`config.mk`:
```
export PLATFORM = sky130hd
export DESIGN_NAME = sle_ctrl
export DESIGN_NICKNAME = d
export VERILOG_FILES = /design/src/rtl/core/sle_pkg.sv /design/src/rtl/core/sle_ctrl.sv
export SDC_FILE = /design/constraint.sdc
export NUM_CORES = 1
export LEC_CHECK = 0
export BUFFER_PORTS_ARGS = -buffer_cell sky130_fd_sc_hd__buf_2
export CORE_ASPECT_RATIO = 0.6
export CORE_MARGIN = 1.5
export CORE_UTILIZATION = 47
export DETAILED_ROUTE_END_ITERATION = 8
export HOLD_SLACK_MARGIN = 0.02
export PLACE_DENSITY = 0.84
export SETUP_SLACK_MARGIN = 0.02
export SLEW_MARGIN = 0
export SYNTH_ARGS = -nofsm -noshare
export SYNTH_HDL_FRONTEND = slang
export SYNTH_SLANG_ARGS = --single-unit
```
`constraint.sdc`:
```
create_clock -name clk -period 6.68 [get_ports clk]
set_clock_uncertainty 0.05 [all_clocks]
set_input_delay 0.668 -clock clk [delete_from_list [all_inputs] [get_ports clk]]
set_output_delay 0.668 -clock clk [all_outputs]
set_load 0.1 [all_outputs]
```
`src/rtl/core/sle_pkg.sv`:
```
`timescale 1ns / 1ps
`default_nettype none
// ----------------------------------------------------------------------------
// sle_pkg
// Shared constants, codes and types of the sequential list engine.
// ----------------------------------------------------------------------------
package sle_pkg;

	localparam int CAPACITY    = 256;
	localparam int ENTRY_WIDTH = 32;

	localparam int CMD_W  = 3;
	localparam int POS_W  = 9;
	localparam int VAL_W  = 32;
	localparam int CNT_W  = $clog2(CAPACITY + 1);
	localparam int WIDE_W = (CNT_W > POS_W) ? CNT_W : POS_W;

	localparam int GROUP   = 16;
	localparam int NGROUPS = (CAPACITY + GROUP - 1) / GROUP;

	typedef enum logic [CMD_W-1:0] {
		CMD_INS_FRONT = 3'd0,
		CMD_INS_END   = 3'd1,
		CMD_INS_AT    = 3'd2,
		CMD_REM_FRONT = 3'd3,
		CMD_REM_END   = 3'd4,
		CMD_REM_AT    = 3'd5
	} cmd_t;

	typedef enum logic [1:0] {
		ST_OK    = 2'd0,
		ST_FULL  = 2'd1,
		ST_EMPTY = 2'd2,
		ST_RANGE = 2'd3
	} status_t;

	typedef enum logic [1:0] {
		CELL_HOLD,
		CELL_INS,
		CELL_REM
	} cell_op_t;

	typedef struct packed {
		cell_op_t               op;
		logic [CNT_W-1:0]       pos;
		logic [ENTRY_WIDTH-1:0] value;
	} cell_ctl_t;

	typedef struct packed {
		logic             valid;
		logic             rem_ok;
		status_t          status;
		logic [CNT_W-1:0] count;
	} stage_t;

endpackage
`default_nettype wire

```
`src/rtl/core/sle_ctrl.sv`:
```
`timescale 1ns / 1ps
`default_nettype none
// ----------------------------------------------------------------------------
// sle_ctrl
// Command decode, bounds checks and entry count; drives the cell row.
// ----------------------------------------------------------------------------
module sle_ctrl (
	input  wire logic                      clk,
	input  wire logic                      arst_n,
	input  wire logic                      start,
	input  wire logic [sle_pkg::CMD_W-1:0] command,
	input  wire logic [sle_pkg::POS_W-1:0] position,
	input  wire logic [sle_pkg::VAL_W-1:0] entry_value,
	output logic                           busy,
	output sle_pkg::cell_ctl_t             ctl,
	output sle_pkg::stage_t                stage_s1
);

	logic [sle_pkg::CNT_W-1:0]  count_q;
	logic [sle_pkg::CNT_W-1:0]  new_count;
	logic [sle_pkg::CNT_W-1:0]  pos_d;
	logic [sle_pkg::WIDE_W-1:0] pos_w;
	logic [sle_pkg::WIDE_W-1:0] cnt_w;
	logic [2*sle_pkg::VAL_W-1:0] val_ext;
	sle_pkg::cell_op_t          op_d;
	sle_pkg::status_t           st_d;
	logic                       accept;
	logic                       full;
	logic                       empty;

	assign busy    = stage_s1.valid;
	assign accept  = start && !busy;
	assign pos_w   = sle_pkg::WIDE_W'(position);
	assign cnt_w   = sle_pkg::WIDE_W'(count_q);
	assign full    = (count_q == sle_pkg::CNT_W'(sle_pkg::CAPACITY));
	assign empty   = (count_q == '0);
	assign val_ext = (2*sle_pkg::VAL_W)'(entry_value);

	always_comb begin
		op_d      = sle_pkg::CELL_HOLD;
		st_d      = sle_pkg::ST_OK;
		pos_d     = '0;
		case (sle_pkg::cmd_t'(command))
			sle_pkg::CMD_INS_FRONT: begin
				if (full) st_d = sle_pkg::ST_FULL;
				else op_d = sle_pkg::CELL_INS;
			end
			sle_pkg::CMD_INS_END: begin
				if (full) st_d = sle_pkg::ST_FULL;
				else begin
					op_d  = sle_pkg::CELL_INS;
					pos_d = count_q;
				end
			end
			sle_pkg::CMD_INS_AT: begin
				if (full) st_d = sle_pkg::ST_FULL;
				else if (pos_w > cnt_w) st_d = sle_pkg::ST_RANGE;
				else begin
					op_d  = sle_pkg::CELL_INS;
					pos_d = pos_w[sle_pkg::CNT_W-1:0];
				end
			end
			sle_pkg::CMD_REM_FRONT: begin
				if (empty) st_d = sle_pkg::ST_EMPTY;
				else op_d = sle_pkg::CELL_REM;
			end
			sle_pkg::CMD_REM_END: begin
				if (empty) st_d = sle_pkg::ST_EMPTY;
				else begin
					op_d  = sle_pkg::CELL_REM;
					pos_d = count_q - sle_pkg::CNT_W'(1);
				end
			end
			sle_pkg::CMD_REM_AT: begin
				if (empty) st_d = sle_pkg::ST_EMPTY;
				else if (pos_w >= cnt_w) st_d = sle_pkg::ST_RANGE;
				else begin
					op_d  = sle_pkg::CELL_REM;
					pos_d = pos_w[sle_pkg::CNT_W-1:0];
				end
			end
			default: begin
				st_d = sle_pkg::ST_RANGE;
			end
		endcase
	end

	always_comb begin
		case (op_d)
			sle_pkg::CELL_INS: new_count = count_q + sle_pkg::CNT_W'(1);
			sle_pkg::CELL_REM: new_count = count_q - sle_pkg::CNT_W'(1);
			default:           new_count = count_q;
		endcase
	end

	assign ctl.op    = accept ? op_d : sle_pkg::CELL_HOLD;
	assign ctl.pos   = pos_d;
	assign ctl.value = val_ext[sle_pkg::ENTRY_WIDTH-1:0];

	always_ff @(posedge clk or negedge arst_n) begin
		if (!arst_n) begin
			count_q  <= '0;
			stage_s1 <= '0;
		end else if (accept) begin
			count_q         <= new_count;
			stage_s1.valid  <= 1'b1;
			stage_s1.rem_ok <= (op_d == sle_pkg::CELL_REM);
			stage_s1.status <= st_d;
			stage_s1.count  <= new_count;
		end else begin
			stage_s1.valid <= 1'b0;
		end
	end

endmodule
`default_nettype wire

```
==> qor.yml <==
outcome:
  outcome: "finished, final reports clean"
power_and_ir_drop:
  p_leak_nw: 0.775
  ir_drop_uv: 334
  clockPowerShare: 0.090
  swShare: 0.666
  pwr-share-comb: 0.695
  seqPwrFrac: 0.216
  intPower_w: 0.000260
  power_density_nw_per_um2: 473
  switchingPower_w: 0.000518
critical_path:
  critPathKind: "flip-flop to output pin"
  crit_required_ps: 5960
  critPathLaunchType: "flip-flop"
  worst-path-max-fanout: 10
  cp_data_arrival_time_ps: 3070
  reg2reg_slack_ps: 3180
  endpoint_kind: "output pin"
clock_network:
  cts_root_buf: "clkbuf_8"
  clk_latency_ps: 240
  cts_tree: "done"
  cts_sinks: 13
  cts_max_level: 1
  cts_buffer_depth: 2
  hold_buffers: 0
  cts_made_buffers: 3
  cts_setup_buffers: 0
  ctsResizeCount: 0
  clkTransAtPathRegs_ps: 50
floorplan:
  dieArea_um2: 3850
  core_area_um2: 3280
  die_y_um: 48.7
  start_util: 0.498
  num_rows: 16
  ioPinCount: 104
  die_x_um: 79.1
synth:
  ys_ff_latch: 13
  synth.net_count: 269
  yosys-top-cells-count: "buf_4, nand2_1, nor2_1, a21oi_1, dfrtp_1"
  synth-xor-area-share: 0.0590
  synth_top_area_frac: 0.199
  syn_avg_cell_area_um2: 7.78
  synth-simple-area-share: 0.256
  synth_top_area_cell: "dfrtp_1"
  synth_area_leaders: "dfrtp_1, buf_4, ha_1"
  synth_top_family_by_area: "simple AND/OR/NAND/NOR gates"
  yosysSeqAreaShare: 0.199
  yosysMostFrequentCell: "buf_4"
  yosys.cell_types.count: 41
  synth_edf_count: 0
  synth_flop_cell: "dfrtp_1"
  synth-compound-area-share: 0.191
  async_flop_share: 1.00
  synth_warnings: 0
  muxShareOfSynthArea: 0
  synth-adder-area-share: 0.0919
  syn_inst: 210
  syn_area_um2: 1630
timing:
  drv_slew: 0
  worst_pin_slew_ps: 732
  fmax_mhz: 264
  tns_ps: 0
  rsz0062_at_grt: "false"
  fin_ws_ps: 2900
  setup_viol: 0
  slew_headroom: 0.499
  hold_violations: 0
  period_minus_slack_ps: 3780
  period_share: 0.566
drt:
  drc: 0
  vias_per_cell: 5.86
  routed_wl_mm: 3.94
  drtIter0Drc: 212
  vias: 1511
  ant_nets: 0
  drtPass1Iterations: 5
  wl_per_cell_um: 15.3
placement:
  io_buffers: 39
  place.gp.congestion: 0.984
  hpwl_mm: 3.16
  pre_cts_slack_ps: 3150
  placed_area_um2: 1600
cells_and_area:
  finalInstanceArea_um2: 1640
  final_layout_size_suffix_gt1_frac: 0.211
  final_nets: 273
  antenna_cells: 0
  finalCoreUtilization: 0.501
  synthToLayoutAreaGrowth_pct: 0.613
  nFillCells: 332
run:
  drv_cap: 0
global_route:
  grt_pass1_vias: 1197
  grt_max_degree: 15
  track_usage: 0.208
  antenna_found_initial: 0
  gr-total-overflow: 0
  grt_pass1_wl_mm: 6.23
worst_hold_path:
  hold_path.class: "primary input to async pin"
[metrics by stage]
step | hold WS (ps) | std cells | total power [W]
after global placement | 420 | 254 | 0.000697
after detailed placement | 423 | 254 | 0.000700
after floorplan | 322 | 210 | 0.000699
final | 257 | 258 | 0.000778
after CTS | 260 | 258 | 0.000774
after global routing | 281 | 258 | 0.000820
[power groups by stage]
stage,sequential (W),combinational (W),clock [W]
detailed placement,0.000166,0.000534,0
finish,0.000168,0.000540,0.0000697
global route,0.000172,0.000569,0.0000787
floorplan,0.000323,0.000376,0
CTS,0.000165,0.000537,0.0000722
global placement,0.000166,0.000531,0
[registers in the layout (all words and copies together), names as in the netlist]
name / count
busy: 1
cnt_w: 9
stage_s1: 3
[placed cells by master (no fill, tap or decap), types with 10 or more instances in the layout]
| master | synthesis | routed |
|---|---|---|
| a21oi_1 | 13 | 13 |
| buf_2 | 3 | 39 |
| dfrtp_1 | 13 | 13 |
| ha_1 | 12 | 12 |
| inv_1 | 11 | 11 |
| nand2_1 | 17 | 17 |
| nor2_1 | 16 | 16 |
| o21ai_0 | 12 | 12 |
| xnor2_1 | 10 | 10 |
[cell type report]
type                       instances  area [µm²]  share of cell area
clock buffer                       4        45.0              0.0274
inverter                          12        45.0              0.0274
sequential                        13         325               0.198
timing repair buffer              39         195               0.119
multi-input combinational        145         977               0.594
tap                               45        56.3              0.0342
[path summary, 6_finish.rpt]
kind                                  start            to  cells past startpoint
worst max-delay path               cnt_w[2]       ctl[39]                      8
min in group clk                stage_s1[9]   stage_s1[9]                      1
max in group asynchronous            arst_n  stage_s1[10]                      1
worst min register to register  stage_s1[9]   stage_s1[9]                      1
worst max register to register     cnt_w[2]      cnt_w[4]                     12
worst min-delay path                 arst_n      cnt_w[0]                      1
[logic make-up (layout without fill, tap and decap cells)]
group / after synthesis / count (layout)
fa+ha+maj: 12 / 12
buf+inv: 52 / 55
simple gates: 76 / 76
xor+xnor: 11 / 11
compound gates: 46 / 46
flops: 13 / 13
[worst max-delay path, stage by stage, from the launching register on]
cell and delay [ps]:
dfrtp_1 570, inv_1 210, ha_1 330, and4_1 220, nor3b_1 170, o311a_1 310, nor2_2 340, a221o_1 240
buf_2 430
[per-layer routing]
metal | vias to the layer above | wire (µm) | global-route usage
met1 | 702 | 2040 | 0.353
met2 | 78 | 1440 | 0.249
met3 | 2 | 429 | 0.0528
li1 | 729 | - | -
met4 | 0 | 17 | 0.0439
met5 | - | 0 | 0
Note: power is estimated with default switching activity, not from simulation.
