`config.mk`:
```
export PLATFORM = sky130hd
export DESIGN_NAME = sle_cell
export DESIGN_NICKNAME = d
export VERILOG_FILES = /design/src/rtl/core/sle_pkg.sv /design/src/rtl/core/sle_cell.sv
export SDC_FILE = /design/constraint.sdc
export NUM_CORES = 1
export LEC_CHECK = 0
export BUFFER_PORTS_ARGS = -buffer_cell sky130_fd_sc_hd__buf_4
export CAP_MARGIN = 10
export CORE_UTILIZATION = 42
export DETAILED_ROUTE_END_ITERATION = 8
export HOLD_SLACK_MARGIN = 0.05
export PLACE_DENSITY = 0.86
export SLEW_MARGIN = 20
export SYNTH_ARGS = -nofsm -noshare
export SYNTH_HDL_FRONTEND = slang
export SYNTH_SLANG_ARGS = --single-unit
```
`constraint.sdc`:
```
create_clock -name clk -period 9.2 [get_ports clk]
set_clock_uncertainty 0.15 [all_clocks]
set_input_delay 0.46 -clock clk [delete_from_list [all_inputs] [get_ports clk]]
set_output_delay 0.46 -clock clk [all_outputs]
set_load 0.01 [all_outputs]
```
`src/rtl/core/sle_pkg.sv`:
```
`timescale 1ns / 1ps
`default_nettype none
// ----------------------------------------------------------------------------
// sle_pkg
// Shared constants, codes and types of the sequential list engine.
// ----------------------------------------------------------------------------
package sle_pkg;

	localparam int CAPACITY    = 256;
	localparam int ENTRY_WIDTH = 32;

	localparam int CMD_W  = 3;
	localparam int POS_W  = 9;
	localparam int VAL_W  = 32;
	localparam int CNT_W  = $clog2(CAPACITY + 1);
	localparam int WIDE_W = (CNT_W > POS_W) ? CNT_W : POS_W;

	localparam int GROUP   = 16;
	localparam int NGROUPS = (CAPACITY + GROUP - 1) / GROUP;

	typedef enum logic [CMD_W-1:0] {
		CMD_INS_FRONT = 3'd0,
		CMD_INS_END   = 3'd1,
		CMD_INS_AT    = 3'd2,
		CMD_REM_FRONT = 3'd3,
		CMD_REM_END   = 3'd4,
		CMD_REM_AT    = 3'd5
	} cmd_t;

	typedef enum logic [1:0] {
		ST_OK    = 2'd0,
		ST_FULL  = 2'd1,
		ST_EMPTY = 2'd2,
		ST_RANGE = 2'd3
	} status_t;

	typedef enum logic [1:0] {
		CELL_HOLD,
		CELL_INS,
		CELL_REM
	} cell_op_t;

	typedef struct packed {
		cell_op_t               op;
		logic [CNT_W-1:0]       pos;
		logic [ENTRY_WIDTH-1:0] value;
	} cell_ctl_t;

	typedef struct packed {
		logic             valid;
		logic             rem_ok;
		status_t          status;
		logic [CNT_W-1:0] count;
	} stage_t;

endpackage
`default_nettype wire

```
`src/rtl/core/sle_cell.sv`:
```
`timescale 1ns / 1ps
`default_nettype none
// ----------------------------------------------------------------------------
// sle_cell
// One list slot: on insert it takes its left neighbor past the target slot
// or the new entry at it; on remove it takes its right neighbor from it on.
// ----------------------------------------------------------------------------
module sle_cell (
	input  wire logic                           clk,
	input  wire logic [sle_pkg::CNT_W-1:0]       idx,
	input  wire sle_pkg::cell_ctl_t              ctl,
	input  wire logic [sle_pkg::ENTRY_WIDTH-1:0] left_d,
	input  wire logic [sle_pkg::ENTRY_WIDTH-1:0] right_d,
	output logic      [sle_pkg::ENTRY_WIDTH-1:0] entry_q,
	output logic                                sel
);

	assign sel = (idx == ctl.pos);

	always_ff @(posedge clk) begin
		case (ctl.op)
			sle_pkg::CELL_INS: begin
				if (idx > ctl.pos) begin
					entry_q <= left_d;
				end else if (idx == ctl.pos) begin
					entry_q <= ctl.value;
				end
			end
			sle_pkg::CELL_REM: begin
				if (idx >= ctl.pos) begin
					entry_q <= right_d;
				end
			end
			default: begin
			end
		endcase
	end

endmodule
`default_nettype wire

```
==> results of run 1 <==
-- path summary, 6_finish.rpt --
kind	start	endpoint	depth (start not counted)
setup / recovery	idx[6]	entry_q[13]$_DFFE_PP_	7
hold / removal	left_d[1]	entry_q[1]$_DFFE_PP_	2
-- power by group through the flow --
stage | clock network [mW] | logic (mW) | registers, mW
2_1_floorplan | 0 | 0.0492 | 0.207
3_3_place_gp | 0 | 0.132 | 0.195
3_5_place_dp | 0 | 0.137 | 0.196
4_1_cts | 0.134 | 0.138 | 0.193
5_1_grt | 0.139 | 0.147 | 0.195
6_report | 0.131 | 0.137 | 0.193
-- cells in the final DEF, fill, tap and decap left out, types with 2 or more instances in the layout --
cell / count
a21oi_1: 2
a221o_1: 30
a221o_2: 2
and2_1: 32
buf_4: 149
clkbuf_8: 5
edfxtp_1: 32
ha_1: 9
inv_1: 10
nand2_1: 2
nand4_1: 2
nor2_1: 2
-- metal layers --
metal	vias to the layer above	wire [um]	part of all wire, %
met5	-	0	0
met4	0	108	1.9
met3	13	568	10
met2	104	2954	52
met1	826	2063	36
li1	866	-	-
-- cells by family after synthesis --
family | synth area share [%]
xor gates and xnor gates | 0.4773
DFF | 52.35
buffers and inverters | 5.317
and+or+nand+nor | 14.04
AOI/OAI and AO/OA | 21.68
adders and majority gates | 6.135
-- layout make-up --
| class | count | area (um2) | area share (%) |
|---|---|---|---|
| clock buffers | 6 | 72.57 | 2.338 |
| clock inverters | 2 | 35.03 | 1.129 |
| inverters | 10 | 37.54 | 1.209 |
| multi-input cells | 92 | 802.0 | 25.84 |
| flip-flops and latches | 32 | 960.9 | 30.96 |
| well taps | 50 | 62.56 | 2.015 |
| repair buffers | 150 | 1134 | 36.52 |
==> results.md, run 1 <==
* CP Max Fanout at 32
* Placed instance area at 2992 um2
* Hold Worst Slack at 0.3255 ns
* Final nets at 417
* CTS Sinks at 32
* Core area at 4086 um2
* Mapped Area at 1836 um2
* GRT overflow at 0
* Vias in the first global route at 1759
* Reg with most FFs: entry_q
* Number of synthesized register bits at 32
* Die H at 68.11 um
* Mapped Nets at 269
* Min-delay worst type: input pin to flop
* Register area share after synthesis at 52.35%
* Share of the synthesized area in the top cell type at 52.35%
* Post-CTS Setup Bufs at 0
* Post-synth ARST share at 0%
* All-layer global routing usage at 24.42%
* Final wirelength at 5694 um
* Slew Limit Fails at 0
* First-pass GRT wire length at 8086 um
* Clock power frac at 28.4%
* Sw frac at 24.62%
* DRT antenna net count at 0
* Cts hold-fix bufs at 0
* Worst endpoint required time at 9.19 ns
* Number of remaining DRC errors at 0
* H-tree depth at 2
* CP Buf/Inv Count at 1
* Int Power at 0.3471 mW
* Root Buffer: clkbuf_8
* Buffers on Ports at 149
* CTS max path bufs at 2
* Cell breakdown of the critical path: buf_4 > ha_1 > a211oi_2 > nor2_1 > a2111oi_4 > o21ba_2 > a221o_1
* Worst Setup End Kind: flop
* Global routing usage on met3 at 8.167%
* Layout cells sized above 1 at 56.51%
* Final Core Density at 75.96%
* Gr busiest metal: met2
* Largest registers: entry_q: 32 flops
* Setup-failing EPs final at 0
* Worst slew pin tran at 1.036 ns
* Post-layout min period at 2.690 ns
* Total CTS buffers at 5
* Drt initial violations at 84
* Arrival @ worst endpoint at 2.68 ns
* Primary FF master, synth: edfxtp_1
* Width of the die at 68.11 um
* Worst rel slew slack at 30.76%
* Final instance area at 3104 um2
* Ports at 150
* Delay-heaviest family, CP: compound AO/OA/AOI/OAI gates
* Static leakage at 1.429 nW
* Max FFs per register at 32
* Final worst-path cycle share at 29.24%
* Dpl ws at 6.239 ns
* Syn Inst Count at 143
* Pre-antenna DRT Iters at 4
* DR vias at 1809
* Max stage delay cell, worst path: o21ba_2
* Layout Cells excl Fill at 342
* GP Congestion at 0.7468
* Area contributors post-synth: edfxtp_1, a221o_1, and2_1
* VDD IR max at 0.08213 mV
* Clock-pin slew on the worst setup and hold paths at 0.07 ns
* Synth unique cells at 23
* Max-cap viol count at 0
* Comb power frac at 29.7%
* Worst Setup Path Type: input pin to flop
* Hold Vio Cnt, Final at 0
* Row count at 23
* CP Launch Type: input pin
* Met2 usage at 42.52%
* RSZ-0062 raised after global routing: false
* CTS tree: done
* Power Dens Cells at 148.3 nW/um2
* Detailed Place HPWL at 4398 um
* Tot Pwr at 0.4605 mW
* Cells resized by post-CTS repair at 0
* Initial core utilization at 44.92%
* Final worst slack at 6.510 ns
* Slowest Stage Delay on Critical Path at 0.69 ns
* Filler cells at 300
* Post-synth EDFFs at 32
* Drt wl/cell at 16.65 um
* Status: complete, no violations
* Pin count of the biggest net entering global routing at 35
* Die area at 4638 um2
* Area grow syn2layout at 69.12%
* Diode count at 0
* Placed cell count at 334
* Post-synth top cells: and2_1, edfxtp_1, a221o_1
* M1 GR Usage at 27.37%
* Setup TNS at 0 ns
* Synth warnings at 0
* Mapped Avg Cell Area at 12.84 um2
* F_max at 371.7 MHz
* Switching power at 0.1134 mW
* Avg Vias per Cell at 5.289
* Sequential cell fraction of total power at 41.9%
* Initial antenna violation count at 0
* Dominant cell type by area after synthesis: edfxtp_1
No activity file was read; power rests on OpenSTA's default activity.
==> inputs of run 2 (changes only) <==
- CORE_UTILIZATION: 42 -> 35
- PLACE_DENSITY: 0.86 -> 0.76
- clock period: 9.2 -> 2.2 ns (I/O delays scaled with it)
==> results.md, run 2 (synthesis gave the netlist of run 1 again) <==
* Worst Hold End: entry_q[23]$_DFFE_PP_ (was entry_q[1]$_DFFE_PP_)
* Core area at 4880 um2 (was 4086 um2)
* Ports at 150 (unchanged)
* Arrival @ worst endpoint at 2.00 ns (was 2.68 ns)
* Total CTS buffers at 5 (unchanged)
* F_max at 467.4 MHz
* CTS Sinks at 32 (unchanged)
* First-pass GRT wire length at 10390 um (was 8086 um)
* Initial core utilization at 37.62% (was 44.92%)
* Row count at 25 (was 23)
* Vias in the first global route at 2241 (was 1759)
* DRT antenna net count at 0 (unchanged)
* Number of remaining DRC errors at 0 (unchanged)
* Final nets at 492 (was 417)
* Largest registers: entry_q: 32 flops (unchanged)
* Buffers on Ports at 149 (unchanged)
* Worst rel slew slack at 62.63% (was 30.76%)
* Hold Vio Cnt, Final at 0 (unchanged)
* Commonest non-fill, non-tap cell in the layout: buf_4 (unchanged)
* Static leakage at 1.739 nW (was 1.429 nW)
* CP Launch Type: input pin (unchanged)
* Placed cell count at 359 (was 334)
* Max FFs per register at 32 (unchanged)
* Die H at 74.42 um (was 68.11 um)
* CTS max path bufs at 2 (unchanged)
* Worst Setup End Kind: flop (unchanged)
* Min-delay worst type: input pin to flop (unchanged)
* Worst Setup Path Type: input pin to flop (unchanged)
* Area grow syn2layout at 110.2% (was 69.12%)
* Hold Path Depth at 3 (was 2)
* Pre-antenna DRT Iters at 4 (unchanged)
* Setup-failing EPs final at 0 (unchanged)
* Post-layout min period at 2.140 ns
* Worst slew pin tran at 0.5593 ns (was 1.036 ns)
* DR vias at 2143 (was 1809)
* Final wirelength at 7110 um (was 5694 um)
* Layout Cells excl Fill at 433 (was 342)
* Clock-pin slew on the worst setup and hold paths at 0.06 ns (was 0.07 ns)
* Dpl ws at -0.3226 ns (was 6.239 ns)
* Die area at 5538 um2 (was 4638 um2)
* GP Congestion at 0.7626 (was 0.7468)
* Status: complete, no violations (unchanged)
* Slew Limit Fails at 0 (unchanged)
* Most frequent cells in the layout: buf_4, dlygate4sd3_1, and2_1, edfxtp_1, a221o_1 (was buf_4, and2_1, edfxtp_1)
* GRT overflow at 0 (unchanged)
* CP Max Fanout at 32 (unchanged)
* Worst endpoint required time at 2.06 ns (was 9.19 ns)
* Detailed Place HPWL at 4141 um (was 4398 um)
* Final instance area at 3857 um2 (was 3104 um2)
* Layout cells sized above 1 at 47.27% (was 56.51%)
* Root Buffer: clkbuf_8 (unchanged)
* Placed instance area at 3103 um2 (was 2992 um2)
* Diode count at 0 (unchanged)
* Initial antenna violation count at 0 (unchanged)
* Drt wl/cell at 16.42 um (was 16.65 um)
* VDD IR max at 0.2683 mV (was 0.08213 mV)
* Final worst-path cycle share at 97.25%
* Width of the die at 74.42 um (was 68.11 um)
* CTS tree: done (unchanged)
* Reg with most FFs: entry_q (unchanged)
* Post-CTS Setup Bufs at 0 (unchanged)
* Max-cap viol count at 0 (unchanged)
* H-tree depth at 2 (unchanged)
* All-layer global routing usage at 25.57% (was 24.42%)
* Pin count of the biggest net entering global routing at 33 (was 35)
* Drt initial violations at 66 (was 84)
* Final worst slack at 0.06047 ns (was 6.510 ns)
* Avg Vias per Cell at 4.949 (was 5.289)
* Worst hold start: right_d[23] (was left_d[1])
* Power Dens Cells at 504.3 nW/um2 (was 148.3 nW/um2)
* RSZ-0062 raised after global routing: false (unchanged)
-- run 2: worst max-delay path, stage by stage --
cell	delay, ns
buf_4	0.11
ha_1	0.32
buf_4	0.14
a211oi_2	0.16
nor2_1	0.10
a2111oi_4	0.40
nor3_4	0.09
buf_12	0.17
a221o_1	0.38
-- run 2: power breakdown --
group / internal (mW) / leakage, nW / switching, mW
Combinational: 0.439 / 1.41 / 0.280
Sequential: 0.784 / 0.289 / 0.0252
Clock: 0.215 / 0.0410 / 0.202
Total: 1.44 / 1.74 / 0.508
-- run 2: cell type report --
| type | count | area [um2] |
|---|---|---|
| Timing Repair Buffer | 224 | 1884 |
| Fill cell | 311 | 1022 |
| Sequential cell | 32 | 960.9 |
| Multi-Input combinational cell | 93 | 813.3 |
| Tap cell | 67 | 83.83 |
| Clock buffer | 6 | 72.57 |
| Inverter | 10 | 37.54 |
| Clock inverter | 1 | 5.005 |
-- run 2: how the worst max path moves through the flow --
stage	from	end
2_1_floorplan	ctl[38]	entry_q[10]$_DFFE_PP_
3_3_place_gp	idx[7]	entry_q[9]$_DFFE_PP_
3_5_place_dp	idx[8]	entry_q[16]$_DFFE_PP_
4_1_cts	idx[7]	entry_q[2]$_DFFE_PP_
5_1_grt	idx[6]	entry_q[9]$_DFFE_PP_
6_report	idx[6]	entry_q[9]$_DFFE_PP_
-- run 2: per-stage QoR --
step	setup TNS [ns]	hold WS [ns]	utilization (%)	total power [mW]
final	0	0.05547	79.05	1.945
after global routing	0	0.06704	79.05	2.029
after CTS	0	0.05125	78.90	1.930
after detailed placement	-15.98	0.2620	63.59	1.424
after global placement	-14.47	0.2603	63.59	1.409
after floorplan	0	0.1741	-	1.072
-- run 2: routing by layer --
layer  global-route usage [%]  wire (um)  vias to the layer above
met2                    49.05       3897                      102
met5                        0          0                        -
met1                    24.61       2455                     1002
li1                         -          -                     1013
met3                    7.046        480                       26
met4                    13.21        277                        0
-- run 2: repair_timing --
item,4_1_cts,5_1_grt
endpoints found under the hold margin,32,0
endpoints found under the setup margin,32,16
gates cloned,1,0
pin swaps,1,0
resized for setup,0,1
hold buffers,66,0
